<file path="src/sv/sdcle_pkg.sv">
// shared types, constants and the crc7 helper for the sd command line engine
// no dependencies; imported by sdcle_core and sd_command_line_engine

package sdcle_pkg;

   // stream payload widths, padded to whole bytes
   localparam int ReqDataW = 56;
   localparam int RspDataW = 80;

   // expected response kinds
   localparam logic [2:0] KIND_R2 = 3'd1;
   localparam logic [2:0] KIND_R3 = 3'd2;
   localparam logic [2:0] KIND_R7 = 3'd4;

   // error codes
   localparam logic [1:0] ERR_NONE     = 2'd0;
   localparam logic [1:0] ERR_NO_RESP  = 2'd1;
   localparam logic [1:0] ERR_BAD_START = 2'd2;
   localparam logic [1:0] ERR_BAD_STOP = 2'd3;

   // one input beat, unpacked
   typedef struct packed {
      logic        sclk_rise;
      logic        sclk_fall;
      logic        cmd_in;
      logic        error_pending;
      logic        timeout_tick;
      logic        force_low;
      logic        req_valid;
      logic [5:0]  req_index;
      logic [31:0] req_argument;
      logic [2:0]  req_resp_kind;
      logic        resp_ack;
   } sdcle_in_type;

   // one result beat, unpacked
   typedef struct packed {
      logic        cmd_out;
      logic        drive_enable;
      logic        chip_select;
      logic        req_accept;
      logic        resp_avail;
      logic [5:0]  resp_index;
      logic [31:0] resp_register;
      logic [6:0]  crc_received;
      logic [6:0]  crc_computed;
      logic [14:0] spi_status;
      logic        timeout_enable;
      logic [1:0]  error_code;
   } sdcle_out_type;

   // crc7 x^7+x^3+1, one bit
   function automatic logic [6:0] crc7_step(input logic [6:0] crc, input logic bit_in);
      logic [6:0] c;
      begin
         c = {crc[5:0], 1'b0};
         if (crc[6] ^ bit_in) begin
            c = c ^ 7'h09;
         end
         return c;
      end
   endfunction

endpackage

</file>
<file path="src/sv/sd_command_line_engine.sv">
// A result beat is registered and appears in the cycle after its request beat is accepted.
// Throughput: one beat per cycle; req_tready stays high while the result register
// is empty or being taken in the same cycle, so result-side backpressure sets the pace.
// Reset (synchronous, active high): sequencer idle, CMD driven high, chip select
// high, result register empty, spi_mode cleared to native SD framing.
// Depends on sdcle_pkg and sdcle_core.

module sd_command_line_engine (
   input  logic                          clock,
   input  logic                          reset,
   // request stream
   input  logic                          req_tvalid,
   output logic                          req_tready,
   // [0] sclk_rise [1] sclk_fall [2] cmd_in [3] error_pending [4] timeout_tick
   // [5] force_low [6] req_valid [12:7] req_index [44:13] req_argument
   // [47:45] req_resp_kind [48] resp_ack, rest zero
   input  logic [sdcle_pkg::ReqDataW-1:0] req_tdata,
   // result stream
   output logic                          rsp_tvalid,
   input  logic                          rsp_tready,
   // [0] cmd_out [1] drive_enable [2] chip_select [3] req_accept [4] resp_avail
   // [10:5] resp_index [42:11] resp_register [49:43] crc_received
   // [56:50] crc_computed [71:57] spi_status [72] timeout_enable
   // [74:73] error_code, rest zero
   output logic [sdcle_pkg::RspDataW-1:0] rsp_tdata,
   // register write channel: spi_mode
   input  logic                          csr_valid,
   output logic                          csr_ready,
   input  logic                          csr_data
);
   import sdcle_pkg::*;

   logic                spi_mode_ff;
   logic                rsp_valid_ff;
   logic [RspDataW-1:0] rsp_data_ff;
   logic                step;
   sdcle_in_type        in_beat;
   sdcle_out_type       out_beat;
   logic [RspDataW-1:0] out_packed;

   // handshake: accept while the result slot is free or draining
   assign req_tready = !rsp_valid_ff || rsp_tready;
   assign step       = req_tvalid && req_tready;
   assign csr_ready  = 1'b1;
   assign rsp_tvalid = rsp_valid_ff;
   assign rsp_tdata  = rsp_data_ff;

   // unpack request beat
   always_comb begin
      in_beat.sclk_rise     = req_tdata[0];
      in_beat.sclk_fall     = req_tdata[1];
      in_beat.cmd_in        = req_tdata[2];
      in_beat.error_pending = req_tdata[3];
      in_beat.timeout_tick  = req_tdata[4];
      in_beat.force_low     = req_tdata[5];
      in_beat.req_valid     = req_tdata[6];
      in_beat.req_index     = req_tdata[12:7];
      in_beat.req_argument  = req_tdata[44:13];
      in_beat.req_resp_kind = req_tdata[47:45];
      in_beat.resp_ack      = req_tdata[48];
   end

   sdcle_core u_core (
      .clock    (clock),
      .reset    (reset),
      .step     (step),
      .spi_mode (spi_mode_ff),
      .in_beat  (in_beat),
      .out_beat (out_beat)
   );

   // pack result beat
   assign out_packed = {5'd0,
                        out_beat.error_code,
                        out_beat.timeout_enable,
                        out_beat.spi_status,
                        out_beat.crc_computed,
                        out_beat.crc_received,
                        out_beat.resp_register,
                        out_beat.resp_index,
                        out_beat.resp_avail,
                        out_beat.req_accept,
                        out_beat.chip_select,
                        out_beat.drive_enable,
                        out_beat.cmd_out};

   // result register
   always_ff @(posedge clock) begin
      if (reset) begin
         rsp_valid_ff <= 1'b0;
      end else if (step) begin
         rsp_valid_ff <= 1'b1;
      end else if (rsp_tready) begin
         rsp_valid_ff <= 1'b0;
      end
   end

   always_ff @(posedge clock) begin
      if (step) begin
         rsp_data_ff <= out_packed;
      end
   end

   // mode register
   always_ff @(posedge clock) begin
      if (reset) begin
         spi_mode_ff <= 1'b0;
      end else if (csr_valid && csr_ready) begin
         spi_mode_ff <= csr_data;
      end
   end

endmodule

</file>
<file path="src/sv/sdcle_core.sv">
// command line sequencer: frame transmit, response receive, crc7 and flags
// depends on sdcle_pkg; one step per accepted beat

module sdcle_core (
   input  logic                    clock,
   input  logic                    reset,
   input  logic                    step,
   input  logic                    spi_mode,
   input  sdcle_pkg::sdcle_in_type  in_beat,
   output sdcle_pkg::sdcle_out_type out_beat
);
   import sdcle_pkg::*;

   // sequencer phases
   localparam logic [3:0] PH_IDLE     = 4'd0;
   localparam logic [3:0] PH_TX_BODY  = 4'd1;
   localparam logic [3:0] PH_TX_CRC   = 4'd2;
   localparam logic [3:0] PH_TX_STOP  = 4'd3;
   localparam logic [3:0] PH_WAIT     = 4'd4;
   localparam logic [3:0] PH_TRANS    = 4'd5;
   localparam logic [3:0] PH_MIRROR   = 4'd6;
   localparam logic [3:0] PH_REG      = 4'd7;
   localparam logic [3:0] PH_LONG     = 4'd8;
   localparam logic [3:0] PH_RX_CRC   = 4'd9;
   localparam logic [3:0] PH_RX_STOP  = 4'd10;
   localparam logic [3:0] PH_SPI_R1   = 4'd11;
   localparam logic [3:0] PH_SPI_R2   = 4'd12;
   localparam logic [3:0] PH_SPI_DATA = 4'd13;
   localparam logic [3:0] PH_PAUSE    = 4'd15;

   logic [3:0]  phase_ff, phase_in;
   logic [39:0] tx_ff, tx_in;
   logic [6:0]  cnt_ff, cnt_in;
   logic [2:0]  kind_ff, kind_in;
   logic [5:0]  hidx_ff, hidx_in;
   logic [5:0]  idx_ff, idx_in;
   logic [31:0] reg_ff, reg_in;
   logic [14:0] status_ff, status_in;
   logic [6:0]  crc_ff, crc_in;
   logic        clr_ff, clr_in;
   logic [6:0]  snap_ff, snap_in;
   logic [6:0]  crx_ff, crx_in;
   logic        cs_ff, cs_in;
   logic        dir_ff, dir_in;
   logic        wdog_ff, wdog_in;
   logic        valid_ff, valid_in;
   logic [1:0]  err_ff, err_in;

   logic        rise, fall, cmd;
   logic        feed;
   logic        dat;
   logic [6:0]  wb;
   logic [39:0] tx_shl;

   assign rise   = in_beat.sclk_rise;
   assign fall   = in_beat.sclk_fall;
   assign cmd    = in_beat.cmd_in;
   assign tx_shl = {tx_ff[38:0], 1'b1};

   // result fields come from state before this beat
   always_comb begin
      out_beat.cmd_out        = tx_ff[39];
      out_beat.drive_enable   = dir_ff;
      out_beat.chip_select    = cs_ff;
      out_beat.req_accept     = fall && (phase_ff == PH_IDLE) && !in_beat.error_pending;
      out_beat.resp_avail     = valid_ff;
      out_beat.resp_index     = idx_ff;
      out_beat.resp_register  = reg_ff;
      out_beat.crc_received   = crx_ff;
      out_beat.crc_computed   = snap_ff;
      out_beat.spi_status     = status_ff;
      out_beat.timeout_enable = wdog_ff;
      out_beat.error_code     = err_ff;
   end

   // crc feed, taken from the phase before the update
   always_comb begin
      feed = 1'b0;
      if (fall) begin
         feed = (phase_ff == PH_TX_BODY);
      end else if (rise) begin
         feed = (phase_ff == PH_WAIT && !cmd && !spi_mode) || phase_ff == PH_TRANS ||
                phase_ff == PH_MIRROR || phase_ff == PH_REG;
      end
      dat = (phase_ff < PH_WAIT || phase_ff == PH_PAUSE) ? tx_ff[39] : cmd;
      wb  = clr_ff ? 7'd0 : crc_ff;
      if (feed) begin
         wb = crc7_step(wb, dat);
      end
   end

   // next state
   always_comb begin
      phase_in  = phase_ff;
      tx_in     = tx_ff;
      cnt_in    = cnt_ff;
      kind_in   = kind_ff;
      hidx_in   = hidx_ff;
      idx_in    = idx_ff;
      reg_in    = reg_ff;
      status_in = status_ff;
      crc_in    = wb;
      clr_in    = clr_ff;
      snap_in   = snap_ff;
      crx_in    = crx_ff;
      cs_in     = cs_ff;
      dir_in    = dir_ff;
      wdog_in   = wdog_ff;
      valid_in  = valid_ff && !in_beat.resp_ack;
      err_in    = ERR_NONE;

      if (fall) begin
         case (phase_ff)
            PH_IDLE: begin
               tx_in   = in_beat.force_low ? 40'd0 : {40{1'b1}};
               wdog_in = 1'b0;
               cs_in   = 1'b1;
               dir_in  = 1'b1;
               clr_in  = 1'b1;
               if (!in_beat.error_pending && in_beat.req_valid) begin
                  cs_in    = 1'b0;
                  hidx_in  = in_beat.req_index;
                  kind_in  = in_beat.req_resp_kind;
                  tx_in    = {2'b01, in_beat.req_index, in_beat.req_argument};
                  cnt_in   = 7'd39;
                  clr_in   = 1'b0;
                  phase_in = PH_TX_BODY;
               end
            end
            PH_TX_BODY: begin
               tx_in = tx_shl;
               if (cnt_ff != 7'd0) begin
                  cnt_in = cnt_ff - 7'd1;
               end else begin
                  phase_in = PH_TX_CRC;
                  snap_in  = wb;
                  tx_in    = {wb, 1'b1, tx_shl[31:0]};
                  cnt_in   = 7'd6;
                  clr_in   = 1'b1;
               end
            end
            PH_TX_CRC: begin
               tx_in = tx_shl;
               if (cnt_ff != 7'd0) begin
                  cnt_in = cnt_ff - 7'd1;
               end else begin
                  phase_in = PH_TX_STOP;
               end
            end
            PH_TX_STOP: begin
               phase_in = PH_WAIT;
               dir_in   = 1'b0;
               wdog_in  = 1'b1;
               clr_in   = 1'b0;
            end
            PH_PAUSE: begin
               clr_in = 1'b1;
               cs_in  = 1'b1;
               dir_in = 1'b1;
               if (cnt_ff != 7'd0) begin
                  cnt_in = cnt_ff - 7'd1;
               end else begin
                  phase_in = PH_IDLE;
               end
            end
            default: begin
            end
         endcase
      end else if (rise) begin
         case (phase_ff)
            PH_WAIT: begin
               if (!cmd) begin
                  if (!spi_mode) begin
                     phase_in = PH_TRANS;
                  end else begin
                     phase_in  = PH_SPI_R1;
                     cnt_in    = 7'd6;
                     idx_in    = hidx_ff;
                     status_in = 15'd0;
                     reg_in    = 32'd0;
                  end
               end else if (in_beat.timeout_tick) begin
                  wdog_in  = 1'b0;
                  valid_in = 1'b1;
                  err_in   = ERR_NO_RESP;
                  phase_in = PH_IDLE;
               end
            end
            PH_TRANS: begin
               if (!cmd) begin
                  phase_in = PH_MIRROR;
                  idx_in   = 6'd0;
                  cnt_in   = 7'd5;
               end else begin
                  err_in   = ERR_BAD_START;
                  phase_in = PH_IDLE;
                  valid_in = 1'b1;
               end
            end
            PH_MIRROR: begin
               idx_in = {idx_ff[4:0], cmd};
               if (cnt_ff != 7'd0) begin
                  cnt_in = cnt_ff - 7'd1;
               end else if (kind_ff == KIND_R2) begin
                  cnt_in   = 7'd119;
                  phase_in = PH_LONG;
               end else begin
                  cnt_in   = 7'd31;
                  phase_in = PH_REG;
               end
            end
            PH_REG, PH_LONG: begin
               if (phase_ff == PH_REG) begin
                  reg_in = {reg_ff[30:0], cmd};
               end
               if (cnt_ff != 7'd0) begin
                  cnt_in = cnt_ff - 7'd1;
               end else begin
                  snap_in  = wb;
                  cnt_in   = 7'd6;
                  phase_in = PH_RX_CRC;
               end
            end
            PH_RX_CRC: begin
               crx_in = {crx_ff[5:0], cmd};
               if (cnt_ff != 7'd0) begin
                  cnt_in = cnt_ff - 7'd1;
               end else begin
                  phase_in = PH_RX_STOP;
               end
            end
            PH_RX_STOP: begin
               if (!cmd) begin
                  err_in = ERR_BAD_STOP;
               end
               phase_in = PH_PAUSE;
               cnt_in   = 7'd2;
               valid_in = 1'b1;
            end
            PH_SPI_R1: begin
               status_in = {status_ff[13:8], cmd, status_ff[7:0]};
               if (cnt_ff != 7'd0) begin
                  cnt_in = cnt_ff - 7'd1;
               end else if (kind_ff == KIND_R2) begin
                  cnt_in   = 7'd7;
                  phase_in = PH_SPI_R2;
               end else if (kind_ff == KIND_R3 || kind_ff == KIND_R7) begin
                  cnt_in   = 7'd31;
                  phase_in = PH_SPI_DATA;
               end else begin
                  phase_in = PH_PAUSE;
                  cnt_in   = 7'd2;
                  valid_in = 1'b1;
               end
            end
            PH_SPI_R2: begin
               status_in = {status_ff[14:8], status_ff[6:0], cmd};
               if (cnt_ff != 7'd0) begin
                  cnt_in = cnt_ff - 7'd1;
               end else begin
                  phase_in = PH_PAUSE;
                  cnt_in   = 7'd2;
                  valid_in = 1'b1;
               end
            end
            PH_SPI_DATA: begin
               reg_in = {reg_ff[30:0], cmd};
               if (cnt_ff != 7'd0) begin
                  cnt_in = cnt_ff - 7'd1;
               end else begin
                  phase_in = PH_PAUSE;
                  cnt_in   = 7'd2;
                  valid_in = 1'b1;
               end
            end
            default: begin
            end
         endcase
      end
   end

   // state registers, advanced once per accepted beat
   always_ff @(posedge clock) begin
      if (reset) begin
         phase_ff  <= PH_IDLE;
         tx_ff     <= {40{1'b1}};
         cnt_ff    <= 7'd0;
         kind_ff   <= 3'd0;
         hidx_ff   <= 6'd0;
         idx_ff    <= 6'd0;
         reg_ff    <= 32'd0;
         status_ff <= 15'd0;
         crc_ff    <= 7'd0;
         clr_ff    <= 1'b1;
         snap_ff   <= 7'd0;
         crx_ff    <= 7'd0;
         cs_ff     <= 1'b1;
         dir_ff    <= 1'b1;
         wdog_ff   <= 1'b0;
         valid_ff  <= 1'b0;
         err_ff    <= ERR_NONE;
      end else if (step) begin
         phase_ff  <= phase_in;
         tx_ff     <= tx_in;
         cnt_ff    <= cnt_in;
         kind_ff   <= kind_in;
         hidx_ff   <= hidx_in;
         idx_ff    <= idx_in;
         reg_ff    <= reg_in;
         status_ff <= status_in;
         crc_ff    <= crc_in;
         clr_ff    <= clr_in;
         snap_ff   <= snap_in;
         crx_ff    <= crx_in;
         cs_ff     <= cs_in;
         dir_ff    <= dir_in;
         wdog_ff   <= wdog_in;
         valid_ff  <= valid_in;
         err_ff    <= err_in;
      end
   end

endmodule

</file>
<file path="config.mk">
export PLATFORM = sky130hd
export DESIGN_NAME = sd_command_line_engine
export DESIGN_NICKNAME = d
export VERILOG_FILES = /design/src/sv/sdcle_pkg.sv /design/src/sv/sd_command_line_engine.sv /design/src/sv/sdcle_core.sv
export SDC_FILE = /design/constraint.sdc
export NUM_CORES = 1
export LEC_CHECK = 0
export ABC_AREA = 1
export BUFFER_PORTS_ARGS = -buffer_cell sky130_fd_sc_hd__buf_2
export CORE_ASPECT_RATIO = 2
export CORE_MARGIN = 2
export CORE_UTILIZATION = 36
export DETAILED_ROUTE_END_ITERATION = 10
export PLACE_DENSITY = 0.57
export SLEW_MARGIN = 20
export SYNTH_ARGS = -nofsm -noshare
export SYNTH_HDL_FRONTEND = slang
export SYNTH_HIERARCHICAL = 1
export SYNTH_SLANG_ARGS = --single-unit
</file>
<file path="constraint.sdc">
create_clock -name clock -period 9.2 [get_ports clock]
set_input_delay 1.84 -clock clock [delete_from_list [all_inputs] [get_ports clock]]
set_output_delay 1.84 -clock clock [all_outputs]
set_load 0.02 [all_outputs]
</file>
-- After elaboration in Yosys (flattened, before gate mapping)
Index checks and enable logic that the tools add are counted.
- register bits after elaboration: 218
- input port bits: 62
- add/subtract/negate cells: 1
- order comparisons: 1
- equality and inequality tests: 39
- multiplexer cells: 92
- bitwise logic cells: 5
- reduce and logical (&&, ||, !) cells: 53
- operators by type and width (operator ; count):
    2-to-1 mux 7 bit ; 20
    2-to-1 mux 40 bit ; 3
    case mux 40 bit (3 select lines) ; 1
    2-to-1 mux 32 bit ; 3
    case mux 32 bit (3 select lines) ; 1
    2-to-1 mux 4 bit ; 17
    case mux 7 bit (8 select lines) ; 1
    case mux 15 bit (3 select lines) ; 1
    != test 3 bit (second input constant) ; 12
    case mux 4 bit (8 select lines) ; 1
    2-to-1 mux 15 bit ; 2
    == test 4 bit (second input constant) ; 7
    AND reduction 7 bit ; 4
    2-to-1 mux 1 bit ; 22
    case mux 7 bit (3 select lines) ; 1
    case mux 4 bit (5 select lines) ; 1
    nonzero test 2 bit ; 10
    2-to-1 mux 6 bit ; 3
    case mux 6 bit (3 select lines) ; 1
    == test 4 x 3 -> 1 bit (second input constant) ; 4
    AND reduction 4 bit ; 4
    AND reduction 14 bit ; 1
    2-to-1 mux 2 bit ; 6
    AND reduction 3 bit ; 3
    33 further kinds ; 62

-- Longest topological paths before layout
- word-level depth: 13
- depth in mapped cells: 14

-- Cells and area by module
The synthesis kept the hierarchy.
- by module, submodules not included (module ; instances ; cells an instance ; area an instance (µm²) ; seq. area each (µm²)):
    sdcle_core ; 1 ; 1046 ; 6972.9 ; 2822.7
    sd_command_line_engine ; 1 ; 94 ; 2388.5 ; 2292.2

-- Least setup slack after synthesis
No wires, ideal clock.
- path type: input-to-reg
- start: input port req_tvalid
- end: register u_core.status_ff[0]
- library setup time: 70 ps
- arrival time: 7843 ps
- setup slack: 1286 ps
- stages: 10
- path through: inv_1 > a21oi_1 > inv_1 > nor2_2 > nand2_2 > nor2_2 > nand3_2 > nor2_4 > nand2_1 > a21oi_1
- word-level cells in the longest chain between the ends: 2
- ends and longest elaborated chain (what ; RTL line ; RTL):
    start, declared ; sd_command_line_engine.sv:12 ; input logic req_tvalid,
    logical AND 1 bit ; sd_command_line_engine.sv:43 ; assign step = req_tvalid && req_tready;
    net step ; sd_command_line_engine.sv:36 ; logic step;
    AND reduction 7 bit (no line) ; n/a ;
    end signal, assigned ; sdcle_core.sv:310 ; status_ff <= status_in;
    end, declared ; sdcle_core.sv:38 ; logic [14:0] status_ff, status_in;
The timed path passes the listed nets, and every way through them passes these cells.
A chain may end at the register's enable or synchronous reset.

-- Final worst setup path
- start: input port req_tvalid
- end: register u_core.reg_ff[16]
- word-level cells in the longest chain between the ends: 2
- ends and longest elaborated chain (what ; RTL line ; RTL):
    logical AND 1 bit ; sd_command_line_engine.sv:43 ;
    net step ; sd_command_line_engine.sv:36 ;
    AND reduction 7 bit (no line) ; n/a ;
    end signal, assigned ; sdcle_core.sv:309 ; reg_ff <= reg_in;
    end, declared ; sdcle_core.sv:37 ; logic [31:0] reg_ff, reg_in;
The timed path passes the listed nets, and every way through them passes these cells.

==> metrics.txt <==
status=completed; effective utilization at floorplan=36.5%; count of nets after finishing=about 1300; number of optimization iterations in the first detailed-route pass=5; Avg Vias per Cell=approximately 5; post-detail-place hpwl=16.7 mm; gr usage total=between 15 and 20%; height of the die=between 200 and 250 um; weighted congestion at the end of routability-driven global placement=between 0.9 and 1; total power divided by cell area=197 mW/mm^2; level count of the clock H-tree=1; layout cell share with drive strength beyond 1=17.4%; diode count=0; DRC viols=0; cell count after synthesis=around 1100; number of global-route vias before repair=about 7600; worst clock skew on the final layout=13.0 ps; capturing element type of the critical path=flip-flop; TritonCTS clock tree=done; DR WL/cell=15.0 um; RSZ-0062 raised after global routing=no; kind of path behind the tightest hold check=reg2reg; Core Util, Final=a little over two fifths; total of endpoints with negative setup slack in the final report=0; clock sink total=between 200 and 250; register-to-register setup slack=approximately 5700 ps; IO Port Bufs=roughly 130; setup bufs post-CTS=0; Post-CTS Resized=0; Leak=roughly 0.0045 uW; Slew @ Worst Pin=a little under 1000 ps; Fmax=approximately 220 MHz; average cell area after synthesis=approximately 8.2 um^2; area used by multi-input combinational logic=approximately 0.0037 mm^2; total power after layout=around 2100 uW; Max-cap violations=0; hold buffer count at cts=0; core region area=about 0.026 mm^2; fill cell instance count of the final layout=roughly 2700; sequential share of the synthesized area=54.6%; total via count after detailed routing=between 7000 and 8000; number of antenna violations at the first check in global routing=0; Layout area overhead=16.5%; Die ar.=roughly 0.027 mm^2; global-route wire length before repair=~38 mm; share of the clock period used by the worst path=slightly below 50%; number of DRC markers after the initial detailed-route iteration=464; Detailed Route WL=23.9 mm; global route overflow=0; most used cells in the layout excluding fill and tap cells=nand2_1, dfxtp_1, buf_2; startpoint type of the worst setup path=primary input; number of distinct library cell variants in the gate-level netlist after synthesis=35; max-slew violation count=0; VDD IR-drop max=approximately 0.13 mV; synth warn=6; headroom to the max-slew limit=between 30% and 40%; Longest Clk Path Bufs=3; number of buffers inserted during clock tree synthesis=21; data arrival time of the worst path=approximately 5000 ps; pin count of the biggest net entering global routing=80; Site Rows=83; sequential cell area=between 0.005 and 0.006 mm^2; data required time at the worst endpoint=9630 ps; Worst-path clk slew=~60 ps; final sum of negative setup slack=0 ps; most common library cell in the layout ignoring fill and taps=nand2_1; time the final worst path needs with I/O delays and setup=about 4600 ps; final antenna-violating net count=0; clock root cell=clkbuf_16; Top Ports=145; Hold Violations, Final=0; flop and latch count out of synthesis=218; die outline width=between 100 and 150 um; startpoint-to-endpoint class of the critical path=in2reg; cell area after technology mapping=between 0.009 and 0.01 mm^2; CP Max Fanout=between 40 and 50; Worst-Skew Late Latency=between 500 and 600 ps
## final cells by class
type	instances	area share (%)
flip-flops and latches	218	46.9
multi-input cells	782	33.6
repair buffers	138	6.49
clock buffers	24	4.92
well taps	340	3.90
inverters	78	2.68
clock inverters	14	1.56
## cells in the mapped netlist
master     number  area share (%)
xor2_1          3            0.28
a21oi_2         2            0.19
ha_1            4            0.53
o21ai_1        14            0.75
a31oi_1         5            0.33
nand3_2         5            0.53
inv_1          66             2.6
nor3_2          3            0.32
nand4_1         7            0.47
or2_2           1           0.067
o21ai_0       112             6.0
dfxtp_1       143              31
nor2_8          1            0.21
clkbuf_1       35             1.4
edfxtp_1       75              24
clkinv_1        1           0.040
nor2_2          9            0.60
a211o_1         1           0.094
a21oi_1       131             7.0
a2bb2oi_1       2            0.19
nand3_1        61             3.3
nand2_4         1            0.12
nor2_1         89             3.6
nand2_2         7            0.47
buf_4          17             1.4
o211ai_1        2            0.16
nand3b_1        5            0.40
conb_1          2           0.080
nand2_1       297              12
buf_2          14            0.75
nor2_4          5            0.60
nor3_1          6            0.32
o211ai_2        1            0.13
inv_2          11            0.44
o22ai_1         2            0.13
## flip-flops by register name, summed over array words and instances (netlist names), 3 cells and up
register,cells
u_core/reg_ff,32
u_core/hidx_ff,6
u_core/cnt_ff,7
u_core/tx_ff,40
u_core/kind_ff,3
u_core/snap_ff,7
u_core/phase_ff,4
u_core/idx_ff,6
u_core/crc_ff,7
u_core/crx_ff,7
rsp_tdata,75
u_core/status_ff,15
## where the power goes
part	internal (uW)	total (uW)	leakage (uW)	switching, uW
combinational	59.6	202	0.00224	142
sequential	1030	1050	0.00191	16.4
clock	532	896	0.000352	363
total	1620	2140	0.00450	522
## worst paths after layout
| kind | start | end | cells past startpoint |
|---|---|---|---|
| worst min-delay path | u_core/idx_ff[5] | rsp_tdata[10] | 0 |
| worst max-delay path | req_tvalid | u_core/reg_ff[16] | 12 |
| worst min register to register | u_core/idx_ff[5] | rsp_tdata[10] | 0 |
| worst max register to register | rsp_tvalid | u_core/reg_ff[16] | 10 |
## worst max-delay path, stage by stage
cell and delay (ps):
buf_2 80, inv_1 70, a21oi_4 100, buf_4 450, inv_1 430, nor2_2 380
nand2_2 110, nor2_2 170, nand2_2 410, inv_2 610, nand3_1 130, a21oi_1 190
## through the flow
step	cells	hold WS, ps	instance area, um^2	worst slack [ps]
detailed placement	1556	413	10200	4070
finish	1594	427	10900	4630
global placement	1556	409	10200	4130
CTS	1594	428	10900	4600
global route	1594	439	10900	4310
floorplan	1144	403	9380	1290
## metal layers
metal | GRT usage [%] | part of all wire, % | routed length, um
met5 | 0 | 0 | 0
met4 | 10.8 | 5.7 | 1370
met3 | 2.73 | 4.4 | 1050
met2 | 31.7 | 52 | 12500
met1 | 17.4 | 38 | 8980
## cells by family after synthesis
logic type	after synthesis	synth area share, %
XOR/XNOR	3	0.281
other	2	0.0802
buffers and inverters	144	6.64
AO/OA/AOI/OAI	272	15.0
AND/OR/NAND/NOR	497	22.9
flip-flops	218	54.6
adder cells (fa/ha/maj)	4	0.535
Note: power is estimated with default switching activity, not from simulation.
